[src/rtl/core/false_color_colormap_top_macros.svh]
// Assertion helpers for the false colour map.
`ifndef FALSE_COLOR_COLORMAP_TOP_MACROS_SVH
`define FALSE_COLOR_COLORMAP_TOP_MACROS_SVH

`ifndef SYNTHESIS

`define FCC_ASSERT_IMPL(label, ante, cons) \
  label: assert property (@(posedge clk) disable iff (!rst_n) (ante) |-> (cons)) \
    else $error("fcc assertion failed");

`define FCC_ASSERT_NEXT(label, ante, cons) \
  label: assert property (@(posedge clk) disable iff (!rst_n) (ante) |=> (cons)) \
    else $error("fcc assertion failed");

`else

`define FCC_ASSERT_IMPL(label, ante, cons)

`define FCC_ASSERT_NEXT(label, ante, cons)

`endif

`endif

[src/rtl/core/fcc_pkg.sv]
package fcc_pkg;

  localparam int N_STOPS = 12;
  localparam int IDX_W   = 4;

  typedef logic [IDX_W-1:0] idx_t;
  typedef logic [7:0]       chan_t;
  typedef logic [1:0]       mode_t;

  localparam mode_t MODE_ZERO = 2'd0;
  localparam mode_t MODE_ONE  = 2'd1;
  localparam mode_t MODE_DIV  = 2'd2;

  localparam idx_t               LAST_IDX   = 4'd11;
  localparam logic [16:0]        FRAC_ONE   = 17'h10000;
  localparam logic [25:0]        ROUND_HALF = 26'd32768;
  localparam logic signed [31:0] FS_RESET   = 32'sd65536;

  localparam chan_t STOP_TAB [N_STOPS][3] = '{
    '{8'd4,   8'd2,   8'd18},
    '{8'd38,  8'd4,   8'd54},
    '{8'd68,  8'd10,  8'd84},
    '{8'd88,  8'd20,  8'd110},
    '{8'd110, 8'd40,  8'd120},
    '{8'd130, 8'd60,  8'd110},
    '{8'd160, 8'd70,  8'd80},
    '{8'd195, 8'd80,  8'd50},
    '{8'd230, 8'd120, 8'd40},
    '{8'd252, 8'd180, 8'd40},
    '{8'd252, 8'd230, 8'd120},
    '{8'd255, 8'd255, 8'd220}
  };

endpackage

[src/rtl/core/fcc_in_if.sv]
interface fcc_in_if;
  logic               valid;
  logic               ready;
  logic signed [31:0] sample;

  modport source (output valid, output sample, input ready);
  modport sink (input valid, input sample, output ready);
endinterface

[src/rtl/core/fcc_out_if.sv]
interface fcc_out_if;
  logic       valid;
  logic       ready;
  logic [7:0] red;
  logic [7:0] green;
  logic [7:0] blue;

  modport source (output valid, output red, output green, output blue, input ready);
  modport sink (input valid, input red, input green, input blue, output ready);
endinterface

[src/rtl/core/false_color_colormap_top.sv]
// Channel   Dir   Payload               Request taken when
// in_req    in    sample (s32 Q16.16)   valid && ready
// out_req   out   red, green, blue (u8) valid && ready
// cfg_wr    in    full_scale (s32)      cfg_wr_en high
//
// One request per cycle while the skid register is empty.
// A sample passes through the 16-stage restoring divider, one quotient bit a stage,
// followed by scale, stop lookup, multiply and round stages.
// Synchronous reset clears all valid bits and loads full_scale with 1.0.
// A stalled output parks one colour in a skid register; in_req.ready drops only
// while that register is full, and the whole pipeline then holds.
`include "false_color_colormap_top_macros.svh"

module false_color_colormap_top (
  input  logic        clk,
  input  logic        rst_n,
  input  logic        cfg_wr_en,
  input  logic [31:0] cfg_wr_data,
  fcc_in_if.sink      in_req,
  fcc_out_if.source   out_req
);

  import fcc_pkg::*;

  localparam int DIV_STEPS = 16;

  logic signed [31:0] fs_r;
  logic [31:0]        fs_mag;
  logic               adv;

  logic [DIV_STEPS:0] dv_vld_r;
  mode_t              dv_mode_r [DIV_STEPS+1];
  logic [31:0]        dv_rem_r  [DIV_STEPS+1];
  logic [15:0]        dv_quo_r  [DIV_STEPS+1];
  mode_t              dv_mode_nxt;
  logic [31:0]        dv_rem_nxt [DIV_STEPS+1];
  logic [15:0]        dv_quo_nxt [DIV_STEPS+1];

  logic [16:0] frac;
  logic [19:0] scl_full;
  logic        a_vld_r;
  mode_t       a_mode_r;
  logic [19:0] a_scl_r;

  idx_t               lo_idx;
  idx_t               hi_idx;
  logic               b_vld_r;
  chan_t              b_x_r [3];
  logic signed [8:0]  b_d_r [3];
  logic [15:0]        b_w_r;
  chan_t              b_x_nxt [3];
  logic signed [8:0]  b_d_nxt [3];

  logic               c_vld_r;
  chan_t              c_x_r [3];
  logic signed [25:0] c_prod_r [3];
  logic signed [25:0] c_prod_nxt [3];

  chan_t              d_rgb [3];
  logic               out_vld_r;
  logic               skid_vld_r;
  chan_t              out_rgb_r [3];
  chan_t              skid_rgb_r [3];

  assign fs_mag       = {1'b0, fs_r[30:0]};
  assign adv          = !skid_vld_r;
  assign in_req.ready = adv;

  always_ff @(posedge clk) begin
    if (!rst_n) begin
      fs_r <= FS_RESET;
    end else if (cfg_wr_en) begin
      fs_r <= cfg_wr_data;
    end
  end

  always_comb begin
    logic [31:0] sh;
    sh = '0;
    if (fs_r <= 32'sd0 || in_req.sample <= 32'sd0) begin
      dv_mode_nxt = MODE_ZERO;
    end else if (in_req.sample >= fs_r) begin
      dv_mode_nxt = MODE_ONE;
    end else begin
      dv_mode_nxt = MODE_DIV;
    end
    dv_rem_nxt[0] = in_req.sample;
    dv_quo_nxt[0] = '0;
    for (int k = 1; k <= DIV_STEPS; k++) begin
      sh = {dv_rem_r[k-1][30:0], 1'b0};
      if (sh >= fs_mag) begin
        dv_rem_nxt[k] = sh - fs_mag;
        dv_quo_nxt[k] = {dv_quo_r[k-1][14:0], 1'b1};
      end else begin
        dv_rem_nxt[k] = sh;
        dv_quo_nxt[k] = {dv_quo_r[k-1][14:0], 1'b0};
      end
    end
  end

  always_comb begin
    case (dv_mode_r[DIV_STEPS])
      MODE_ONE: frac = FRAC_ONE;
      MODE_DIV: frac = {1'b0, dv_quo_r[DIV_STEPS]};
      default:  frac = '0;
    endcase
    scl_full = 20'(frac) * 20'd11;
  end

  always_comb begin
    if (a_scl_r[19:16] >= LAST_IDX) begin
      lo_idx = LAST_IDX;
      hi_idx = LAST_IDX;
    end else begin
      lo_idx = a_scl_r[19:16];
      hi_idx = a_scl_r[19:16] + 4'd1;
    end
    for (int c = 0; c < 3; c++) begin
      b_x_nxt[c] = STOP_TAB[lo_idx][c];
      b_d_nxt[c] = $signed({1'b0, STOP_TAB[hi_idx][c]}) - $signed({1'b0, STOP_TAB[lo_idx][c]});
    end
  end

  always_comb begin
    logic signed [25:0] acc;
    acc = '0;
    for (int c = 0; c < 3; c++) begin
      c_prod_nxt[c] = 26'(b_d_r[c]) * 26'($signed({1'b0, b_w_r}));
      acc = $signed({2'b00, c_x_r[c], 16'h0000}) + c_prod_r[c] + $signed(ROUND_HALF);
      d_rgb[c] = acc[23:16];
    end
  end

  always_ff @(posedge clk) begin
    if (!rst_n) begin
      dv_vld_r <= '0;
      a_vld_r  <= 1'b0;
      b_vld_r  <= 1'b0;
      c_vld_r  <= 1'b0;
    end else if (adv) begin
      dv_vld_r <= {dv_vld_r[DIV_STEPS-1:0], in_req.valid};
      a_vld_r  <= dv_vld_r[DIV_STEPS];
      b_vld_r  <= a_vld_r;
      c_vld_r  <= b_vld_r;
    end
  end

  always_ff @(posedge clk) begin
    if (adv) begin
      dv_mode_r[0] <= dv_mode_nxt;
      for (int k = 0; k <= DIV_STEPS; k++) begin
        dv_rem_r[k] <= dv_rem_nxt[k];
        dv_quo_r[k] <= dv_quo_nxt[k];
      end
      for (int k = 1; k <= DIV_STEPS; k++) begin
        dv_mode_r[k] <= dv_mode_r[k-1];
      end
      a_mode_r <= dv_mode_r[DIV_STEPS];
      a_scl_r  <= scl_full;
      b_w_r    <= a_scl_r[15:0];
      for (int c = 0; c < 3; c++) begin
        b_x_r[c]    <= b_x_nxt[c];
        b_d_r[c]    <= b_d_nxt[c];
        c_x_r[c]    <= b_x_r[c];
        c_prod_r[c] <= c_prod_nxt[c];
      end
    end
  end

  always_ff @(posedge clk) begin
    if (!rst_n) begin
      out_vld_r  <= 1'b0;
      skid_vld_r <= 1'b0;
    end else if (out_vld_r && !out_req.ready) begin
      if (adv && c_vld_r) begin
        skid_vld_r <= 1'b1;
      end
    end else if (skid_vld_r) begin
      out_vld_r  <= 1'b1;
      skid_vld_r <= 1'b0;
    end else begin
      out_vld_r <= c_vld_r;
    end
  end

  always_ff @(posedge clk) begin
    if (out_vld_r && !out_req.ready) begin
      if (!skid_vld_r) begin
        skid_rgb_r <= d_rgb;
      end
    end else if (skid_vld_r) begin
      out_rgb_r <= skid_rgb_r;
    end else begin
      out_rgb_r <= d_rgb;
    end
  end

  assign out_req.valid = out_vld_r;
  assign out_req.red   = out_rgb_r[0];
  assign out_req.green = out_rgb_r[1];
  assign out_req.blue  = out_rgb_r[2];

  `FCC_ASSERT_IMPL(a_rem_below_fs, dv_vld_r[DIV_STEPS] && (dv_mode_r[DIV_STEPS] == MODE_DIV), dv_rem_r[DIV_STEPS] < fs_mag)
  `FCC_ASSERT_IMPL(a_idx_range, a_vld_r, a_scl_r[19:16] <= LAST_IDX)
  `FCC_ASSERT_IMPL(a_zero_frac, a_vld_r && (a_mode_r == MODE_ZERO), a_scl_r == '0)
  `FCC_ASSERT_IMPL(a_skid_behind_out, skid_vld_r, out_vld_r)
  `FCC_ASSERT_NEXT(a_skid_drain, skid_vld_r && out_req.ready, out_vld_r && !skid_vld_r)

endmodule
[src/flat_wrapper.sv]
// flat-port wrapper written by rule: the top's interface ports become plain ports
module false_color_colormap_top_flat import fcc_pkg::*;
  (clk, rst_n, cfg_wr_en, cfg_wr_data, in_req_valid, in_req_sample, in_req_ready, out_req_valid, out_req_red, out_req_green, out_req_blue, out_req_ready);
  fcc_in_if in_req_i ();
  fcc_out_if out_req_i ();
  input  logic clk;
  input  logic rst_n;
  input  logic cfg_wr_en;
  input  logic [31:0] cfg_wr_data;
  input wire logic [$bits(in_req_i.valid)-1:0] in_req_valid;
  input wire logic [$bits(in_req_i.sample)-1:0] in_req_sample;
  output wire logic [$bits(in_req_i.ready)-1:0] in_req_ready;
  output wire logic [$bits(out_req_i.valid)-1:0] out_req_valid;
  output wire logic [$bits(out_req_i.red)-1:0] out_req_red;
  output wire logic [$bits(out_req_i.green)-1:0] out_req_green;
  output wire logic [$bits(out_req_i.blue)-1:0] out_req_blue;
  input wire logic [$bits(out_req_i.ready)-1:0] out_req_ready;
  assign in_req_i.valid = in_req_valid;
  assign in_req_i.sample = in_req_sample;
  assign in_req_ready = in_req_i.ready;
  assign out_req_valid = out_req_i.valid;
  assign out_req_red = out_req_i.red;
  assign out_req_green = out_req_i.green;
  assign out_req_blue = out_req_i.blue;
  assign out_req_i.ready = out_req_ready;
  false_color_colormap_top u_core (.clk(clk), .rst_n(rst_n), .cfg_wr_en(cfg_wr_en), .cfg_wr_data(cfg_wr_data), .in_req(in_req_i), .out_req(out_req_i));
endmodule
[config.mk]
export PLATFORM = sky130hd
export DESIGN_NAME = false_color_colormap_top_flat
export DESIGN_NICKNAME = d
export VERILOG_FILES = /design/src/rtl/core/fcc_pkg.sv /design/src/rtl/core/fcc_in_if.sv /design/src/rtl/core/fcc_out_if.sv /design/src/rtl/core/false_color_colormap_top.sv /design/src/flat_wrapper.sv
export VERILOG_INCLUDE_DIRS = /design/src /design/src/rtl/core
export SDC_FILE = /design/constraint.sdc
export NUM_CORES = 2
export LEC_CHECK = 0
export BUFFER_PORTS_ARGS = -buffer_cell sky130_fd_sc_hd__buf_2
export CORE_UTILIZATION = 30
export CTS_BUF_LIST = sky130_fd_sc_hd__clkbuf_4 sky130_fd_sc_hd__clkbuf_8 sky130_fd_sc_hd__clkbuf_16
export DETAILED_ROUTE_END_ITERATION = 16
export GPL_TIMING_DRIVEN = 0
export PLACE_DENSITY = 0.54
export SYNTH_ARGS = -nofsm -noshare
export SYNTH_HDL_FRONTEND = slang
export SYNTH_SLANG_ARGS = --single-unit
[constraint.sdc]
create_clock -name clk -period 33.8 [get_ports clk]
set_input_delay 6.76 -clock clk [delete_from_list [all_inputs] [get_ports clk]]
set_output_delay 6.76 -clock clk [all_outputs]
set_load 0.02 [all_outputs]
* Word level (Yosys, flattened, before mapping) *
Memory sizes are Yosys's and may differ from the RTL's.
Cells that the tools add are included.

storage, ports and cells
  register bits after elaboration = 138
  output and inout port bits = 26
  memory bits (writable) = 1003
  memories kept = 9
  bits in read-only memories = 768

memories
  memory            words  width  read ports  clocked after memory_dff  wr ports  RTL line                         source
  u_core.dv_rem_r   17     32     16          0                         17        false_color_colormap_top.sv:33   logic [31:0] dv_rem_r [DIV_STEPS+1];
  (no name shown)   16     24     1           0                         0         false_color_colormap_top.sv:119  b_x_nxt[c] = STOP_TAB[lo_idx][c];
  (no name shown)   16     24     1           0                         0         false_color_colormap_top.sv:120  b_d_nxt[c] = $signed({1'b0, STOP_TAB[hi_idx][c]}) - $signed({1'b0, STOP_TAB[lo_idx][c]});
  u_core.dv_quo_r   17     16     17          0                         17        false_color_colormap_top.sv:34   logic [15:0] dv_quo_r [DIV_STEPS+1];
  u_core.c_prod_r   3      26     3           0                         3         false_color_colormap_top.sv:56   logic signed [25:0] c_prod_r [3];
  u_core.dv_mode_r  17     2      17          0                         17        false_color_colormap_top.sv:32   mode_t dv_mode_r [DIV_STEPS+1];
  +3 memories       -      -      -           -                         -         -

cells by class
  bitwise operators = 2
  eq/ne operators = 2
  multiplexer cells = 44
  multiply operators = 4
  add/subtract/negate cells = 26
  reductions and logical operators = 6
  $lt $le $gt $ge = 22

operator list
  operator                                                                count
  32-bit by 31-bit >= comparator with 1-bit output                        16
  32-bit two-way mux                                                      16
  32-bit by 31-bit subtractor with 32-bit output                          16
  24-bit two-way mux                                                      5
  9-bit by 17-bit multiplier with 26-bit output                           3
  24-bit by 17-bit adder with 24-bit output, second input constant        3
  24-bit adder                                                            3
  32-bit by 1-bit <= comparator with 1-bit output, second input constant  2
  17-bit one-hot mux with 2 select lines                                  1
  32-bit >= comparator                                                    1
  8-bit by 8-bit subtractor with 9-bit output                             3
  17-bit by 4-bit multiplier with 20-bit output, second input constant    1
  1-bit two-way mux                                                       18
  5-bit >= comparator, second input constant                              2
  4-bit inverter with 5-bit output                                        2
  4-bit two-way mux                                                       2
  4-bit by 1-bit adder with 4-bit output, second input constant           1
  4-bit >= comparator, second input constant                              1
  2-bit two-way mux                                                       2
  2-bit by 1-bit == test with 1-bit output, second input constant         1
  2-bit == test, second input constant                                    1
  1-bit logical AND                                                       2
  1-bit zero test                                                         2
  2-bit AND reduction                                                     1
  1-bit logical OR                                                        1

* Longest topological paths before layout *
  depth after elaboration = 7
  depth in mapped cells = 21
  depth with buffers taken out = 20

* Worst setup path after synthesis *
OpenSTA, ideal clock, no wires.

  kind = register to output
  start = register u_core.skid_vld_r
  end = output in_req_ready
  setup slack = 10.999 ns
  stages on the path, launching flop included = 3
  data arrival time = 16.041 ns
  cell sequence = dfxtp_1 clkbuf_1 inv_1

between the ends
  longest elaborated chain between the ends = 1

ends and longest elaborated chain
  element                 RTL line                         source
  from (decl)             false_color_colormap_top.sv:61   logic skid_vld_r;
  from (signal assigned)  false_color_colormap_top.sv:173  skid_vld_r <= 1'b0;
  from (signal assigned)  false_color_colormap_top.sv:176  skid_vld_r <= 1'b1;
  from (signal assigned)  false_color_colormap_top.sv:180  skid_vld_r <= 1'b0;
  1-bit zero test         -
  to (decl)               flat_wrapper.sv:12               output wire logic [$bits(in_req_i.ready)-1:0] in_req_ready;

No other way between the ends.

* Worst setup path after layout *
Same ends and word-level chain as after synthesis.

==> impl_metrics.json <==
{
  "cts-resized-gates": 0,
  "hold_viol": 0,
  "synth_top_area_share": 0.346,
  "route.antenna.remaining_nets": 0,
  "design.core.area_um2": 243000,
  "rsz0062_at_grt": "no",
  "cp-start-kind": "flop",
  "cts_buffer_depth": 3,
  "critPathKind": "reg -> out",
  "die_area_um2": 247000,
  "cts_buffers": 101,
  "slew_headroom": 0.0206,
  "finClkSkew_ns": 0.0622,
  "synth_simple_gate_area_frac": 0.124,
  "initial_core_util": 0.302,
  "ioPinCount": 95,
  "antenna_found_initial": 7,
  "vias": 53500,
  "avgViaCountPerCell": 5.07,
  "port_buffers": 93,
  "synth_edf_count": 847,
  "register_area_um2": 26500,
  "setup_violations": 0,
  "cts.sinks": 901,
  "routabilityCongestion": 0.877,
  "ys_seq_elements": 901,
  "wire_per_inst_um": 19.4,
  "syn_nets": 8205,
  "dp_hpwl_um": 156000,
  "grt_use_met1": 0.208,
  "avgSynthCellArea_um2": 10.4,
  "fin_crit_ns": 10.62,
  "drc": 0,
  "yosysUniqueCellTypes": 85,
  "grt_most_used_layer": "met2",
  "cp.required_ns": 27.04,
  "crit_path_end_kind": "output pin",
  "dpl-instance-area_um2": 78400,
  "tns_ns": 0,
  "drv_cap": 1,
  "synth_flop_cell": "edfxtp_1",
  "synth_xor_area_frac": 0.0575,
  "max_freq_mhz": 94.2,
  "synth_top_cell_by_area": "edfxtp_1",
  "clk_latency_ns": 0.76,
  "slew_viol_final": 0,
  "synth-adder-area-share": 0.221,
  "fin_crit_sh": 0.314,
  "cts_setup_buffers": 0,
  "tightest_slew_ns": 1.45,
  "violations": "max-capacitance violations",
  "die_w_um": 497,
  "grt_pass1_wl_um": 311000,
  "dr.pass1.iters": 5,
  "cts.clk_slew.worst_paths_ns": 0.06,
  "num_rows": 181,
  "syn_area_um2": 73400,
  "critPathMaxFanout": 136,
  "area_growth_pct": 11.6,
  "status": "finished with violations",
  "synthArstFlopShare": 0,
  "hold_path.class": "reg -> reg",
  "ys_seq_area_frac": 0.361,
  "drt-initial-drc-count": 3610,
  "multiInputGateArea_um2": 44200,
  "synth_top_family_by_area": "adder cells",
  "yosysWarnings": 0,
  "synth.top_cells.by_area": "edfxtp_1 (35%), ha_1 (14%), fa_1 (8.5%)",
  "fin_util": 0.337,
  "root_buffer": "clkbuf_16",
  "synth_compound_area_frac": 0.143,
  "cts_hold_buf": 0,
  "fin_nets": 8423,
  "yosysMostFrequentCell": "edfxtp_1",
  "fin_area_um2": 81900,
  "track_usage": 0.163,
  "grt_use_met2": 0.283,
  "synth_commonest_cells": "edfxtp_1 (847), ha_1 (794), a21oi_1 (547), inv_1 (503), nand2_1 (464)",
  "netlist_instances": 7029,
  "grt_pass1_vias": 53100,
  "fp.dieH_um": 497,
  "grtUsageMet3": 0.0215,
  "layout-drive-gt1-share": 0.0944,
  "cts_tree": "done",
  "routed_wl_um": 204000,
  "grt_start_max_net_pins": 137,
  "fillCellCount": 24600,
  "htree_levels": 3,
  "synth.mux.area_fraction": 0.0579,
  "arrival_ns": 3.86,
  "grt_overflow": 0
}
[flip-flops by register name, indices dropped and copies added (netlist names), 20 cells and up]
register,flops
u_core.a_scl_r,20
u_core.b_d_r,26
u_core.b_x_r,22
u_core.c_prod_r,27
u_core.c_x_r,22
u_core.dv_mode_r,34
u_core.dv_quo_r,136
u_core.dv_rem_r,496
u_core.fs_r,32
u_core.skid_rgb_r,24
[metrics by stage]
step           setup slack, ns  std cells  hold WS (ns)
2_1_floorplan            11.00       7029         0.400
3_3_place_gp              1.69      10300         0.401
3_5_place_dp             23.97      10300         0.405
4_1_cts                  23.16      10500         0.415
5_1_grt                  22.95      10500         0.425
6_report                 23.18      10500         0.412
[area by class of cell]
class	count	share of cell area
antenna	6	0.000183
sequential	901	0.324
inverter	503	0.0231
clock buffer	121	0.0343
clock inverter	68	0.00825
tap	3202	0.0489
buffer	200	0.00973
multi-input combinational	5425	0.540
timing repair buffer	115	0.0117
[placed cells by master (no fill, tap or decap), types with 25 or more instances in the layout]
| master | count |
|---|---|
| a211oi_1 | 36 |
| a21o_1 | 276 |
| a21oi_1 | 547 |
| a31oi_1 | 62 |
| and2_1 | 262 |
| and3_1 | 30 |
| buf_2 | 112 |
| clkbuf_1 | 162 |
| clkbuf_16 | 108 |
| dfxtp_1 | 53 |
| edfxtp_1 | 847 |
| fa_1 | 313 |
| ha_1 | 794 |
| inv_1 | 484 |
| mux2_2 | 278 |
| mux2_4 | 27 |
| mux2i_1 | 70 |
| nand2_1 | 464 |
| nand2b_1 | 86 |
| nand3_1 | 95 |
| nand4_1 | 88 |
| nor2_1 | 374 |
| nor2b_1 | 170 |
| nor3_1 | 93 |
| nor4_1 | 35 |
| o21a_1 | 85 |
| o21ai_0 | 305 |
| o21bai_1 | 75 |
| o31ai_1 | 33 |
| or3_1 | 25 |
| xnor2_1 | 320 |
| xor2_1 | 162 |
[critical path, cell delays in order (launching register included)]
cell      delay, ns
dfxtp_1        0.30
clkbuf_1       0.80
inv_8          0.45
buf_16         0.43
buf_16         0.37
buf_2          0.31
[logic make-up after synthesis]
kind of cell	after synthesis
XOR/XNOR	482
multiplexers	376
flip-flops	901
adder cells (fa/ha/maj)	1107
buffers and inverters	703
AO/OA/AOI/OAI	1656
AND/OR/NAND/NOR	1804
[layer usage]
layer	wire length (um)	part of all wire
met5	33	0.00016
met3	8070	0.039
met2	99100	0.48
met1	90700	0.44
met4	6410	0.031
[worst paths after layout]
kind | slack, ns | endpoint | cells past startpoint | start
setup / recovery | 23.18 | in_req_ready | 5 | u_core.skid_vld_r
hold / removal | 0.41 | u_core.dv_quo_r[0][254] | 0 | u_core.dv_quo_r[0][237]
setup reg to reg | 27.09 | u_core.c_prod_r[0][23] | 21 | u_core.b_w_r[7]
hold reg to reg | 0.41 | u_core.dv_quo_r[0][254] | 0 | u_core.dv_quo_r[0][237]
Power is not shown: default switching activity piles up to over one toggle a cycle in this logic, so the estimate is an artifact.
